<file path="config.mk">
export PLATFORM = sky130hd
export DESIGN_NAME = message_deque_drop_oldest
export DESIGN_NICKNAME = d
export VERILOG_FILES = /design/src/rtl/mdq_pkg.sv /design/src/rtl/mdq_ram.sv /design/src/rtl/message_deque_drop_oldest.sv
export SDC_FILE = /design/constraint.sdc
export NUM_CORES = 1
export LEC_CHECK = 0
export CAP_MARGIN = 10
export CORE_MARGIN = 5
export CORE_UTILIZATION = 40
export DETAILED_ROUTE_END_ITERATION = 16
export DONT_BUFFER_PORTS = 1
export GPL_ROUTABILITY_DRIVEN = 0
export MAX_ROUTING_LAYER = met4
export PLACE_DENSITY = 0.56
export SLEW_MARGIN = 10
export SYNTH_ARGS = -nofsm -noshare
export SYNTH_HDL_FRONTEND = slang
export SYNTH_SLANG_ARGS = --single-unit
</file>
<file path="constraint.sdc">
create_clock -name i_clk -period 2.6 [get_ports i_clk]
set_input_delay 0.26 -clock i_clk [delete_from_list [all_inputs] [get_ports i_clk]]
set_output_delay 0.26 -clock i_clk [all_outputs]
set_load 0.02 [all_outputs]
</file>
<file path="src/rtl/mdq_pkg.sv">
// ----------------------------------------------------------------------------
// mdq_pkg: shared definitions for the message deque
// Command codes, field widths and the default pool depth.
// ----------------------------------------------------------------------------
package mdq_pkg;

    localparam int unsigned DEPTH_DEFAULT = 16;

    localparam int unsigned BYTE_W  = 8;
    localparam int unsigned CMD_W   = 2;
    localparam int unsigned FILL_W  = 5;

    typedef enum logic [CMD_W-1:0] {
        CMD_PUSH_TOP    = 2'd0,
        CMD_PUSH_BOTTOM = 2'd1,
        CMD_POP_TOP     = 2'd2,
        CMD_CLEAR       = 2'd3
    } t_cmd;

endpackage

</file>
<file path="src/rtl/mdq_ram.sv">
// ----------------------------------------------------------------------------
// mdq_ram: generic simple dual-port RAM
// One write port and one read port; read data registered, held when idle.
// ----------------------------------------------------------------------------
module mdq_ram #(
    parameter int unsigned WIDTH = 8,
    parameter int unsigned DEPTH = 16
) (
    input  logic                     i_clk,
    input  logic                     i_we,
    input  logic [$clog2(DEPTH)-1:0] i_waddr,
    input  logic [WIDTH-1:0]         i_wdata,
    input  logic                     i_re,
    input  logic [$clog2(DEPTH)-1:0] i_raddr,
    output logic [WIDTH-1:0]         o_rdata
);

    logic [WIDTH-1:0] r_mem [DEPTH];
    logic [WIDTH-1:0] r_rdata;

    always_ff @(posedge i_clk) begin
        if (i_we) begin
            r_mem[i_waddr] <= i_wdata;
        end
        if (i_re) begin
            r_rdata <= r_mem[i_raddr];
        end
    end

    assign o_rdata = r_rdata;

endmodule

</file>
<file path="src/rtl/message_deque_drop_oldest.sv">
// ----------------------------------------------------------------------------
// message_deque_drop_oldest: bounded byte deque that overwrites when full
//
// Input stream (s_axis): one command beat per step - push top, push bottom,
// pop top or clear - with the byte that pushes store. Output stream (m_axis):
// exactly one result beat per command, carrying the popped byte (or the
// configured empty code), the empty flag in tuser and the fill count after
// the step. Entries live in a circular buffer in one RAM, addressed by a
// bottom pointer and a count; a full push-top drops the oldest entry, a full
// push-bottom loses the top one.
// The result is valid in the cycle after the command beat. One command per
// cycle unless the receiver stalls; the single RAM read port serves a pop in
// the cycle the beat is taken, its registered data the output byte next cycle.
// Reset empties the pool and sets the empty code to zero; no clearing pass is
// run since entries above the count are never read. When the receiver stalls,
// the result beat holds and the input stays ready only as the result drains.
// The empty code register is written through i_cfg_we / i_cfg_wdata.
// ----------------------------------------------------------------------------
module message_deque_drop_oldest #(
    parameter int unsigned DEPTH = mdq_pkg::DEPTH_DEFAULT
) (
    input  logic        i_clk,
    input  logic        i_rst_n,

    input  logic        i_cfg_we,
    input  logic [7:0]  i_cfg_wdata,     // empty_code

    input  logic        s_axis_tvalid,
    output logic        s_axis_tready,
    input  logic [15:0] s_axis_tdata,    // [1:0] command, [9:2] push_byte, rest zero

    output logic        m_axis_tvalid,
    input  logic        m_axis_tready,
    output logic [15:0] m_axis_tdata,    // [7:0] popped_byte, [12:8] fill_count, rest zero
    output logic        m_axis_tuser     // [0] was_empty
);

    localparam int unsigned AW = $clog2(DEPTH);
    localparam int unsigned CW = $clog2(DEPTH + 1);
    localparam int unsigned BW = mdq_pkg::BYTE_W;
    localparam int unsigned FW = mdq_pkg::FILL_W;

    // Control state
    logic [AW-1:0] r_bot, n_bot;
    logic [CW-1:0] r_count, n_count;
    logic          r_out_valid;
    logic          r_out_from_ram;
    logic [BW-1:0] r_empty_code;

    // Result payload
    logic [BW-1:0] r_out_byte;
    logic          r_out_empty;
    logic [CW-1:0] r_out_count;

    // Decoded input beat
    mdq_pkg::t_cmd s_cmd;
    logic [BW-1:0] s_byte;
    logic          s_accept;
    logic          s_full;
    logic          s_empty;

    // Address arithmetic, modulo DEPTH
    logic [AW:0]   s_top_sum;
    logic [AW-1:0] s_top_free;
    logic [AW:0]   s_pop_sum;
    logic [AW-1:0] s_pop_addr;
    logic [AW-1:0] s_bot_inc;
    logic [AW-1:0] s_bot_dec;

    // RAM ports
    logic          s_we;
    logic [AW-1:0] s_waddr;
    logic          s_re;
    logic [BW-1:0] s_rdata;

    logic          n_out_empty;
    logic [CW+FW-1:0] s_count_ext;

    assign s_cmd    = mdq_pkg::t_cmd'(s_axis_tdata[1:0]);
    assign s_byte   = s_axis_tdata[9:2];
    assign s_axis_tready = !r_out_valid || m_axis_tready;
    assign s_accept = s_axis_tvalid && s_axis_tready;
    assign s_full   = (r_count == CW'(DEPTH));
    assign s_empty  = (r_count == '0);

    // First free slot above the top: bot + count, with count below DEPTH
    assign s_top_sum  = {1'b0, r_bot} + (AW+1)'(r_count);
    assign s_top_free = (s_top_sum >= (AW+1)'(DEPTH)) ?
                        AW'(s_top_sum - (AW+1)'(DEPTH)) : s_top_sum[AW-1:0];

    // Top entry: bot + count - 1, only used when count is nonzero
    assign s_pop_sum  = s_top_sum - (AW+1)'(1);
    assign s_pop_addr = (s_pop_sum >= (AW+1)'(DEPTH)) ?
                        AW'(s_pop_sum - (AW+1)'(DEPTH)) : s_pop_sum[AW-1:0];

    assign s_bot_inc = (r_bot == AW'(DEPTH - 1)) ? '0 : r_bot + AW'(1);
    assign s_bot_dec = (r_bot == '0) ? AW'(DEPTH - 1) : r_bot - AW'(1);

    always_comb begin
        n_bot       = r_bot;
        n_count     = r_count;
        s_we        = 1'b0;
        s_waddr     = s_top_free;
        s_re        = 1'b0;
        n_out_empty = 1'b0;
        case (s_cmd)
            mdq_pkg::CMD_PUSH_TOP: begin
                s_we = s_accept;
                if (s_full) begin
                    // overwrite the oldest slot, which becomes the new top
                    s_waddr = r_bot;
                    n_bot   = s_bot_inc;
                end else begin
                    s_waddr = s_top_free;
                    n_count = r_count + CW'(1);
                end
            end
            mdq_pkg::CMD_PUSH_BOTTOM: begin
                // when full, the slot below bottom holds the top: drop it
                s_we    = s_accept;
                s_waddr = s_bot_dec;
                n_bot   = s_bot_dec;
                if (!s_full) begin
                    n_count = r_count + CW'(1);
                end
            end
            mdq_pkg::CMD_POP_TOP: begin
                if (s_empty) begin
                    n_out_empty = 1'b1;
                end else begin
                    s_re    = s_accept;
                    n_count = r_count - CW'(1);
                end
            end
            default: begin
                n_count = '0;
            end
        endcase
    end

    mdq_ram #(
        .WIDTH (BW),
        .DEPTH (DEPTH)
    ) u_ram (
        .i_clk   (i_clk),
        .i_we    (s_we),
        .i_waddr (s_waddr),
        .i_wdata (s_byte),
        .i_re    (s_re),
        .i_raddr (s_pop_addr),
        .o_rdata (s_rdata)
    );

    always_ff @(posedge i_clk) begin
        if (!i_rst_n) begin
            r_bot          <= '0;
            r_count        <= '0;
            r_out_valid    <= 1'b0;
            r_out_from_ram <= 1'b0;
            r_empty_code   <= '0;
        end else begin
            if (i_cfg_we) begin
                r_empty_code <= i_cfg_wdata;
            end
            if (s_accept) begin
                r_bot          <= n_bot;
                r_count        <= n_count;
                r_out_valid    <= 1'b1;
                r_out_from_ram <= s_re;
            end else if (m_axis_tready) begin
                r_out_valid <= 1'b0;
            end
        end
    end

    // Hold the result payload until the next beat is taken
    always_ff @(posedge i_clk) begin
        if (s_accept) begin
            r_out_byte  <= r_empty_code;
            r_out_empty <= n_out_empty;
            r_out_count <= n_count;
        end
    end

    assign s_count_ext = {{FW{1'b0}}, r_out_count};

    assign m_axis_tvalid = r_out_valid;
    assign m_axis_tdata  = {3'b000, s_count_ext[FW-1:0],
                            r_out_from_ram ? s_rdata : r_out_byte};
    assign m_axis_tuser  = r_out_empty;

endmodule
</file>
-- Word level (Yosys, flattened, before mapping)
Memories as Yosys holds them, arrays and structs flattened. A register that Yosys moved wholly into a read port is not among the register bits.
Cells that the tools add are included.
- add/sub/neg operators: 8
- $lt $le $gt $ge: 2
- eq/ne operators: 5
- mux-type cells: 20
- reduce and logical (&&, ||, !) cells: 10
- operators by type and width (operator ; number):
    $mux 4 ; 6
    $pmux 4 s2 ; 2
    $sub 4x1->4 const B ; 3
    $ge 5x5->1 const B ; 2
    $mux 5 ; 2
    $pmux 5 s2 ; 1
    $sub 5x1->5 const B ; 2
    $mux 1 ; 8
    $mux 8 ; 1
    $add 4x5->5 ; 1
    $add 5x1->5 const B ; 1
    $eq 5x5->1 const B ; 1
    $logic_not 5->1 ; 1
    $add 4x1->4 const B ; 1
    $eq 4x4->1 const B ; 1
    $logic_not 4->1 ; 1
    $reduce_bool 2->1 ; 2
    $reduce_and 3->1 ; 1
    $eq 2x1->1 const B ; 1
    $eq 2x2->1 const B ; 1
    $logic_not 2->1 ; 1
    $ne 2x2->1 const B ; 1
    $reduce_or 2->1 ; 1
    $logic_and 1x1->1 ; 1
    2 further kinds ; 2
- bits in registers: 33
- bits in writable memories: 128
- input port bits: 29
- output and inout port bits: 19
- memories: 1
- memories (memory ; words ; width ; rd ports ; clocked after Yosys merged registers in ; write ports ; RTL line ; text):
    u_ram.r_mem ; 16 ; 8 ; 1 ; 1 ; 1 ; mdq_ram.sv:18 ; logic [WIDTH-1:0] r_mem [DEPTH];

-- Depth between registers and ports, before layout
Gate-level depths: netlist (run 1).
- depth after elaboration: 6
- gate-level depth with buffers: 9
- gate-level depth less buffers: 7

-- Cells and area by module
A second synthesis (run 1) with hierarchy kept.
- cell total of the unflattened synthesis: 438
- area total of the unflattened synthesis: 7196.9 sq um
- modules (own cells, without submodules) (module ; instances ; cells an instance ; area an instance (sq um) ; sequential area each (sq um)):
    mdq_ram ; 1 ; 229 ; 5227.5 ; 4083.9
    message_deque_drop_oldest ; 1 ; 209 ; 1969.4 ; 800.8

-- Worst setup path before layout (run 1)
OpenSTA, ideal clock, no wires.
- path kind: register to register
- start: register r_bot[0]
- end: memory u_ram.r_mem[12][0] (enable)
- arrival: 2.408 ns
- required time: 2.230 ns
- setup slack: -0.178 ns
- cell stages (with the launch flop): 8
- path buffers: 0
- clock period less this slack: 2.778 ns
- cells stage by stage: dfxtp_1 ha_1 fa_1 xor2_1 or4b_4 a31oi_4 nand3_1 nor2_1
- longest elaborated chain between the ends: 5
- RTL lines (what ; RTL line ; text):
    start: declaration ; message_deque_drop_oldest.sv:44 ; logic [AW-1:0] r_bot, n_bot;
    start signal: assignment ; message_deque_drop_oldest.sv:166 ; r_bot <= n_bot;
    $add 4x5->5 ; message_deque_drop_oldest.sv:87 ; assign s_top_sum = {1'b0, r_bot} + (AW+1)'(r_count);
    $sub 4x1->4 / $ge 5x5->1 (equally long branches) ; message_deque_drop_oldest.sv:89, message_deque_drop_oldest.sv:88 ;
    $mux 4 ; message_deque_drop_oldest.sv:88 ; assign s_top_free = (s_top_sum >= (AW+1)'(DEPTH)) ?
    $mux 4 ; message_deque_drop_oldest.sv:109 ; if (s_full) begin
    $pmux 4 s2 (*) ; message_deque_drop_oldest.sv:106 ; case (s_cmd)
    end: declaration ; mdq_ram.sv:18 ;
Mark *: on every way between the ends. The rest lies on a longest branch, timed or not.

-- Worst setup path after layout (run 1)
- start: register r_count[0]
- end: memory u_ram.r_mem[4][6] (enable)
- longest elaborated chain between the ends: 5
- RTL lines (what ; RTL line ; text):
    start: declaration ; message_deque_drop_oldest.sv:45 ; logic [CW-1:0] r_count, n_count;
    start signal: assignment ; message_deque_drop_oldest.sv:167 ; r_count <= n_count;
    $add 4x5->5 ; message_deque_drop_oldest.sv:87 ;
    $sub 4x1->4 / $ge 5x5->1 (equally long branches) ; message_deque_drop_oldest.sv:89, message_deque_drop_oldest.sv:88 ;
    $mux 4 ; message_deque_drop_oldest.sv:88 ;
    $mux 4 ; message_deque_drop_oldest.sv:109 ;
    $pmux 4 s2 (*) ; message_deque_drop_oldest.sv:106 ;
Marked as above.

==> impl_metrics.yaml, run 1 <==
run_status:
  status: "finished clean"
die:
  chipHeight_um: 144.6
  die_area_um2: 20910
  die_w_um: 144.6
  start_util: 0.4048
  placementRows: 49
  core_area_um2: 17900
  io_pins: 48
routing:
  drtIter0Drc: 148
  ant_nets: 0
  num_vias: 3969
  drc: 0
  routed_via_density: 5.371
  routed_wl_mm: 15.24
  first_pass_iters: 4
  post_drt_wl_per_cell_um: 20.62
yosys:
  ys_warn_count: 0
  synth_cell_types: 59
  ys_ff_latch: 169
  synth_edf_count: 150
  synth_area_um2: 7247
  synth.avg_cell_area_um2: 16.97
  ys_seq_area_frac: 0.6740
  synth-main-ff-cell: "edfxtp_1"
  synth_cells: 427
  async_flop_share: 0
worst_setup_path:
  cp.required_ns: 2.73
  crit_chain: "ha_4 -> fa_2 -> xor2_2 -> or4b_4 -> a31oi_4 -> buf_12 -> nand3_4 -> nor2_4 -> buf_12"
  cp-end-kind: "flop"
  crit_top_cell: "buf_12"
  crit_fanout: 8
  worstSetupPathType: "reg2reg"
  critPathArrivalTime_ns: 2.72
  startpoint_type: "flop"
  critPathMaxStageDelay_ns: 0.50
  r2r_cells: 9
  slowest_stage: "or4b_4"
final_layout:
  drive_above_1_share: 0.3320
  final_util: 0.5090
  final_cells: 739
  fin_nets: 534
  syn2layout_area_growth_pct: 25.74
run:
  cap_violations: 0
timing:
  tightest_slew_ns: 0.5957
  finalCritPeriodShare: 0.9949
  timing.hold.ws_ns: 0.01299
  drv_slew: 0
  fmax_mhz: 386.6
  grt_setup_unrepaired: "true"
  finalSetupViolCount: 0
  relSlewSlack: 0.6016
  skew_ns: 0.01089
  post-route-min-period_ns: 2.587
  timing_hold_violations_final: 0
global_route:
  grt_usage: 0.1548
  overflow: 0
  antenna_found_initial: 1
  busiest_layer: "met2"
  use_met3: 0.02976
  use_met2: 0.2495
  grt_pass1_wl_mm: 23.09
  grt_pass1_vias: 4075
  use_met1: 0.2018
  grt_max_degree: 26
clock_tree:
  clkSlewWorstSetupHoldPaths_ns: 0.07
  cts_sinks: 169
  cts_buffers: 17
  cts-root-buf: "clkbuf_16"
  cts_tree: "done"
  clk_latency_ns: 0.42
  h-tree-depth: 4
  cts_buffer_depth: 2
placed_design:
  dp_cells: 679
  place_hpwl_mm: 9.728
  io_buffers: 0
power:
  power.density_nw_per_um2: 797.1
  power.leakage_nw: 3.063
  total_power_mw: 7.263
  ir_drop_mv: 0.4772
hold_path:
  worst_hold_path.num_cells: 2
  hold_class: "in2reg"
-- cell families (layout without fill, tap and decap cells) --
family                   after synthesis  count (layout)  share of synthesized area
AND/OR/NAND/NOR                       86              86                    0.06405
adder cells (fa/ha/maj)                9               9                    0.01658
buffers and inverters                 35             115                    0.02607
other                                  1               4                  0.0005175
multiplexers                          74              74                     0.1590
flip-flops                           169             169                     0.6740
AO/OA/AOI/OAI                         44              44                    0.04696
XOR/XNOR                               9               9                    0.01278
-- per-stage QoR --
| step | worst slack [ns] | setup TNS (ns) | instance area, um2 |
|---|---|---|---|
| after floorplan | -0.1409 | -9.962 | 7303 |
| after global placement | -0.07121 | -2.274 | 7934 |
| after detailed placement | -0.09969 | -5.652 | 7934 |
| after CTS | -0.03271 | -1.148 | 8981 |
| after global routing | -0.07095 | -3.002 | 9112 |
| final | 0.01324 | 0 | 9112 |
-- cell usage after synthesis (7+ instances only) --
cell type / n / share of area
clkbuf_1: 7 / 0.0036
edfxtp_1: 150 / 0.62
mux2i_1: 33 / 0.046
nand2_1: 11 / 0.0057
ha_1: 8 / 0.014
nor3_1: 14 / 0.0097
dfxtp_1: 19 / 0.052
nor2_1: 34 / 0.018
mux4_2: 32 / 0.099
mux2_2: 9 / 0.014
nand3_1: 7 / 0.0048
a21oi_1: 12 / 0.0083
inv_1: 12 / 0.0062
-- routing by layer --
layer,wire length (um),vias up
li1,-,1829
met1,6855,2037
met2,7592,88
met3,608,15
met4,182,0
met5,0,-
-- sequential cells by signal, indices dropped and copies added (netlist names), 4 cells and up --
signal / cells
r_out_byte: 8
u_ram.r_mem: 128
r_out_count: 5
r_count: 5
u_ram.o_rdata: 8
r_bot: 4
r_empty_code: 8
-- critical path: cells and delay by family, from the launching register on --
family / cells / cell delay [ns]
AOI/OAI and AO/OA: 1 / 0.22
xor gates and xnor gates: 1 / 0.17
adders and majority gates: 2 / 0.51
buffers and inverters: 2 / 0.29
DFF: 1 / 0.36
and+or+nand+nor: 3 / 0.75
-- cell type report --
class / instances / area [um2]
antenna: 1 / 2.502
timing repair buffer: 70 / 795.8
clock inverter: 14 / 220.2
multi-input combinational: 225 / 2439
fill: 1478 / 8790
sequential: 169 / 4891
inverter: 13 / 48.80
tap: 229 / 286.5
clock buffer: 18 / 429.2
-- final timing paths --
path,startpoint,endpoint,slack (ns)
min reg2reg,r_empty_code[7],r_out_byte[7],0.44
max,r_count[0],u_ram.r_mem[4][6],0.01
min,i_cfg_wdata[4],r_empty_code[4],0.01
max reg2reg,r_count[0],u_ram.r_mem[4][6],0.01
-- layout by cell type, fill, tap and decap left out, types with 4 or more instances in the layout --
| cell type | count |
|---|---|
| edfxtp_1 | 150 |
| mux4_2 | 32 |
| buf_4 | 29 |
| nor2_1 | 25 |
| mux2i_1 | 25 |
| dlygate4sd3_1 | 21 |
| clkbuf_16 | 17 |
| dfxtp_1 | 16 |
| buf_12 | 15 |
| nand2_1 | 11 |
| inv_1 | 11 |
| a21oi_1 | 10 |
| mux2_2 | 9 |
| nor3_1 | 8 |
| nor2_4 | 8 |
| o21ai_0 | 6 |
| xnor2_1 | 6 |
| mux2i_2 | 6 |
| nor3_2 | 6 |
| ha_1 | 6 |
| bufinv_16 | 5 |
| nand2b_1 | 4 |
| nand3_4 | 4 |
-- report_power, final --
part	internal (mW)	total, mW	switching, mW
registers	3.06	3.10	0.0452
logic	0.705	1.42	0.712
clock network	1.71	2.74	1.03
total	5.48	7.26	1.79
-- timing repair --
item	4_1_cts	5_1_grt
endpoints found under the setup margin	117	133
pin swaps	5	6
endpoints found under the hold margin	137	0
resized for setup	22	33
hold buffers	21	0
gates cloned	2	0
buffers inserted	4	2
Note: power is estimated with default switching activity, not from simulation.
==> run 2, diff against run 1 <==
--- a/config.mk
+++ b/config.mk
@@ -13,6 +13,7 @@
 export GPL_ROUTABILITY_DRIVEN = 0
 export MAX_ROUTING_LAYER = met4
 export PLACE_DENSITY = 0.56
+export RECOVER_POWER = 100
 export SLEW_MARGIN = 10
 export SYNTH_ARGS = -nofsm -noshare
 export SYNTH_HDL_FRONTEND = slang
==> run 2 against run 1 <==
  * Flip-flop and latch count unchanged
  * Register-to-register slack about the same
  * Wire length down 0.15%
  * Via count down 0.20%
  * Highest routed layer unchanged
==> impl_metrics.yaml, run 2 (synthesis gave the netlist of run 1 again) <==
worst_setup_path:
  r2r_end: "u_ram.r_mem[4][6]"
  crit_path_end: "u_ram.r_mem[4][6]"
  r2r_setup_slack_ns: 0.008
  startpoint: "r_count[0]"
  slowest_stage: "or4b_4"
  critPathMaxStageDelay_ns: 0.51
  cp-end-kind: "flop"
  crit_fanout: 8
  crit_buf_inv: 2
  r2r_cells: 9
  worstSetupPathType: "reg2reg"
  startpoint_type: "flop"
  crit_top_cell: "buf_12"
  cp.required_ns: 2.73
  critPathArrivalTime_ns: 2.72
  cp_num_cells: 9
  reg2reg_from: "r_count[0]"
  crit_chain: "ha_4 -> fa_2 -> xor2_2 -> or4b_4 -> a31oi_4 -> buf_12 -> nand3_4 -> nor2_4 -> buf_12"
  path_delay_family: "simple AND/OR/NAND/NOR gates"
clock_tree:
  clkSlewWorstSetupHoldPaths_ns: 0.07
  cts_sinks: 169
  h-tree-depth: 4
  cts_buffers: 17
  cts-root-buf: "clkbuf_16"
  cts_tree: "done"
  cts_buffer_depth: 2
  clk_latency_ns: 0.42
timing:
  timing_hold_violations_final: 0
  post-route-min-period_ns: 2.592
  skew_ns: 0.01104
  finalCritPeriodShare: 0.9969
  finalSetupViolCount: 0
  drv_slew: 0
  grt_setup_unrepaired: "true"
  finalSetupTns_ns: 0
  tightest_slew_ns: 0.5957
  fmax_mhz: 385.8
  relSlewSlack: 0.6016
die:
  placementRows: 49
  start_util: 0.4048
  die_w_um: 144.6
  core_area_um2: 17900
  die_area_um2: 20910
  chipHeight_um: 144.6
  io_pins: 48
final_layout:
  layout_common_cells: "150 x edfxtp_1, 32 x mux4_2, 28 x buf_4"
  final_cells: 739
  fin_nets: 534
  drive_above_1_share: 0.3301
  largest_reg_flops: 128
  fill_cells: 1480
  syn2layout_area_growth_pct: 25.69
  final_common_cell: "edfxtp_1"
  max_flop_register: "u_ram.r_mem"
placed_design:
  dp_cells: 679
  place_hpwl_mm: 9.728
  io_buffers: 0
routing:
  drc: 0
  num_vias: 3961
  drtIter0Drc: 144
  first_pass_iters: 4
  ant_nets: 0
  routed_wl_mm: 15.22
  routed_via_density: 5.360
  post_drt_wl_per_cell_um: 20.59
global_route:
  grt_max_degree: 26
  grt_usage: 0.1548
  grt_pass1_vias: 4075
  grt_pass1_wl_mm: 23.09
  overflow: 0
  antenna_found_initial: 1
run_status:
  status: "finished clean"
hold_path:
  hold_class: "in2reg"
  worst_hold_path.num_cells: 2
power:
  power.leakage_nw: 3.060
  ir_drop_mv: 0.4780
  power.density_nw_per_um2: 797.3
run:
  cap_violations: 0
[run 2: cell count changes in the layout (fill, tap and decap cells not counted), sizes merged]
cell	delta
clkbuf	+1
buf	-1
[run 2: layer usage]
layer	vias to the layer above	global-route usage	routed length (um)
met4	0	0.04418	182
li1	1830	-	-
met5	-	-	0
met2	85	0.2495	7604
met3	15	0.02976	635
met1	2031	0.2018	6792
[run 2: worst min-delay path by stage]
| stage | startpoint | to | slack (ns) |
|---|---|---|---|
| finish | i_cfg_wdata[4] | r_empty_code[4] | 0.01 |
| global route | i_cfg_we | r_empty_code[7] | 0.03 |
| floorplan | s_axis_tdata[2] | u_ram.r_mem[0][0] | 0.36 |
| detailed placement | s_axis_tdata[7] | u_ram.r_mem[9][5] | 0.36 |
| global placement | s_axis_tdata[8] | u_ram.r_mem[7][6] | 0.36 |
| CTS | i_cfg_wdata[4] | r_empty_code[4] | 0.003 |
[run 2: final cells by class]
class	instances	area, um2	area share
repair buffers	70	792.0	0.08695
flip-flops and latches	169	4891	0.5370
multi-input cells	225	2439	0.2677
well taps	229	286.5	0.03146
clock buffers	18	429.2	0.04712
clock inverters	14	220.2	0.02418
diodes	1	2.502	0.0002747
inverters	13	48.80	0.005357
[run 2: stage by stage]
| stage | hold WS [ns] | total power, mW | utilization | instance area, um2 | setup WS (ns) |
|---|---|---|---|---|---|
| finish | 0.01312 | 7.263 | 0.5088 | 9109 | 0.008097 |
| global route | 0.02853 | 7.543 | 0.5088 | 9109 | -0.07095 |
| CTS | 0.002662 | 7.306 | 0.5017 | 8981 | -0.03271 |
| detailed placement | 0.3598 | 4.318 | 0.4432 | 7934 | -0.09969 |
| global placement | 0.3599 | 4.305 | 0.4432 | 7934 | -0.07121 |
| floorplan | 0.3589 | 3.982 | - | 7303 | -0.1409 |
[run 2: repair_timing]
action	4_1_cts	5_1_grt
setup buffers	4	2
cloned	2	0
pin swaps	5	6
gates resized for setup	22	33
hold endpoints to repair	137	0
hold buffers	21	0
setup endpoints to repair	117	133
[run 2: report_power, final]
part           switching, mW  leakage, nW  total (mW)  internal, mW
Sequential            0.0451         1.52        3.10          3.06
Clock                   1.03        0.305        2.74          1.71
Combinational          0.712         1.23        1.42         0.704
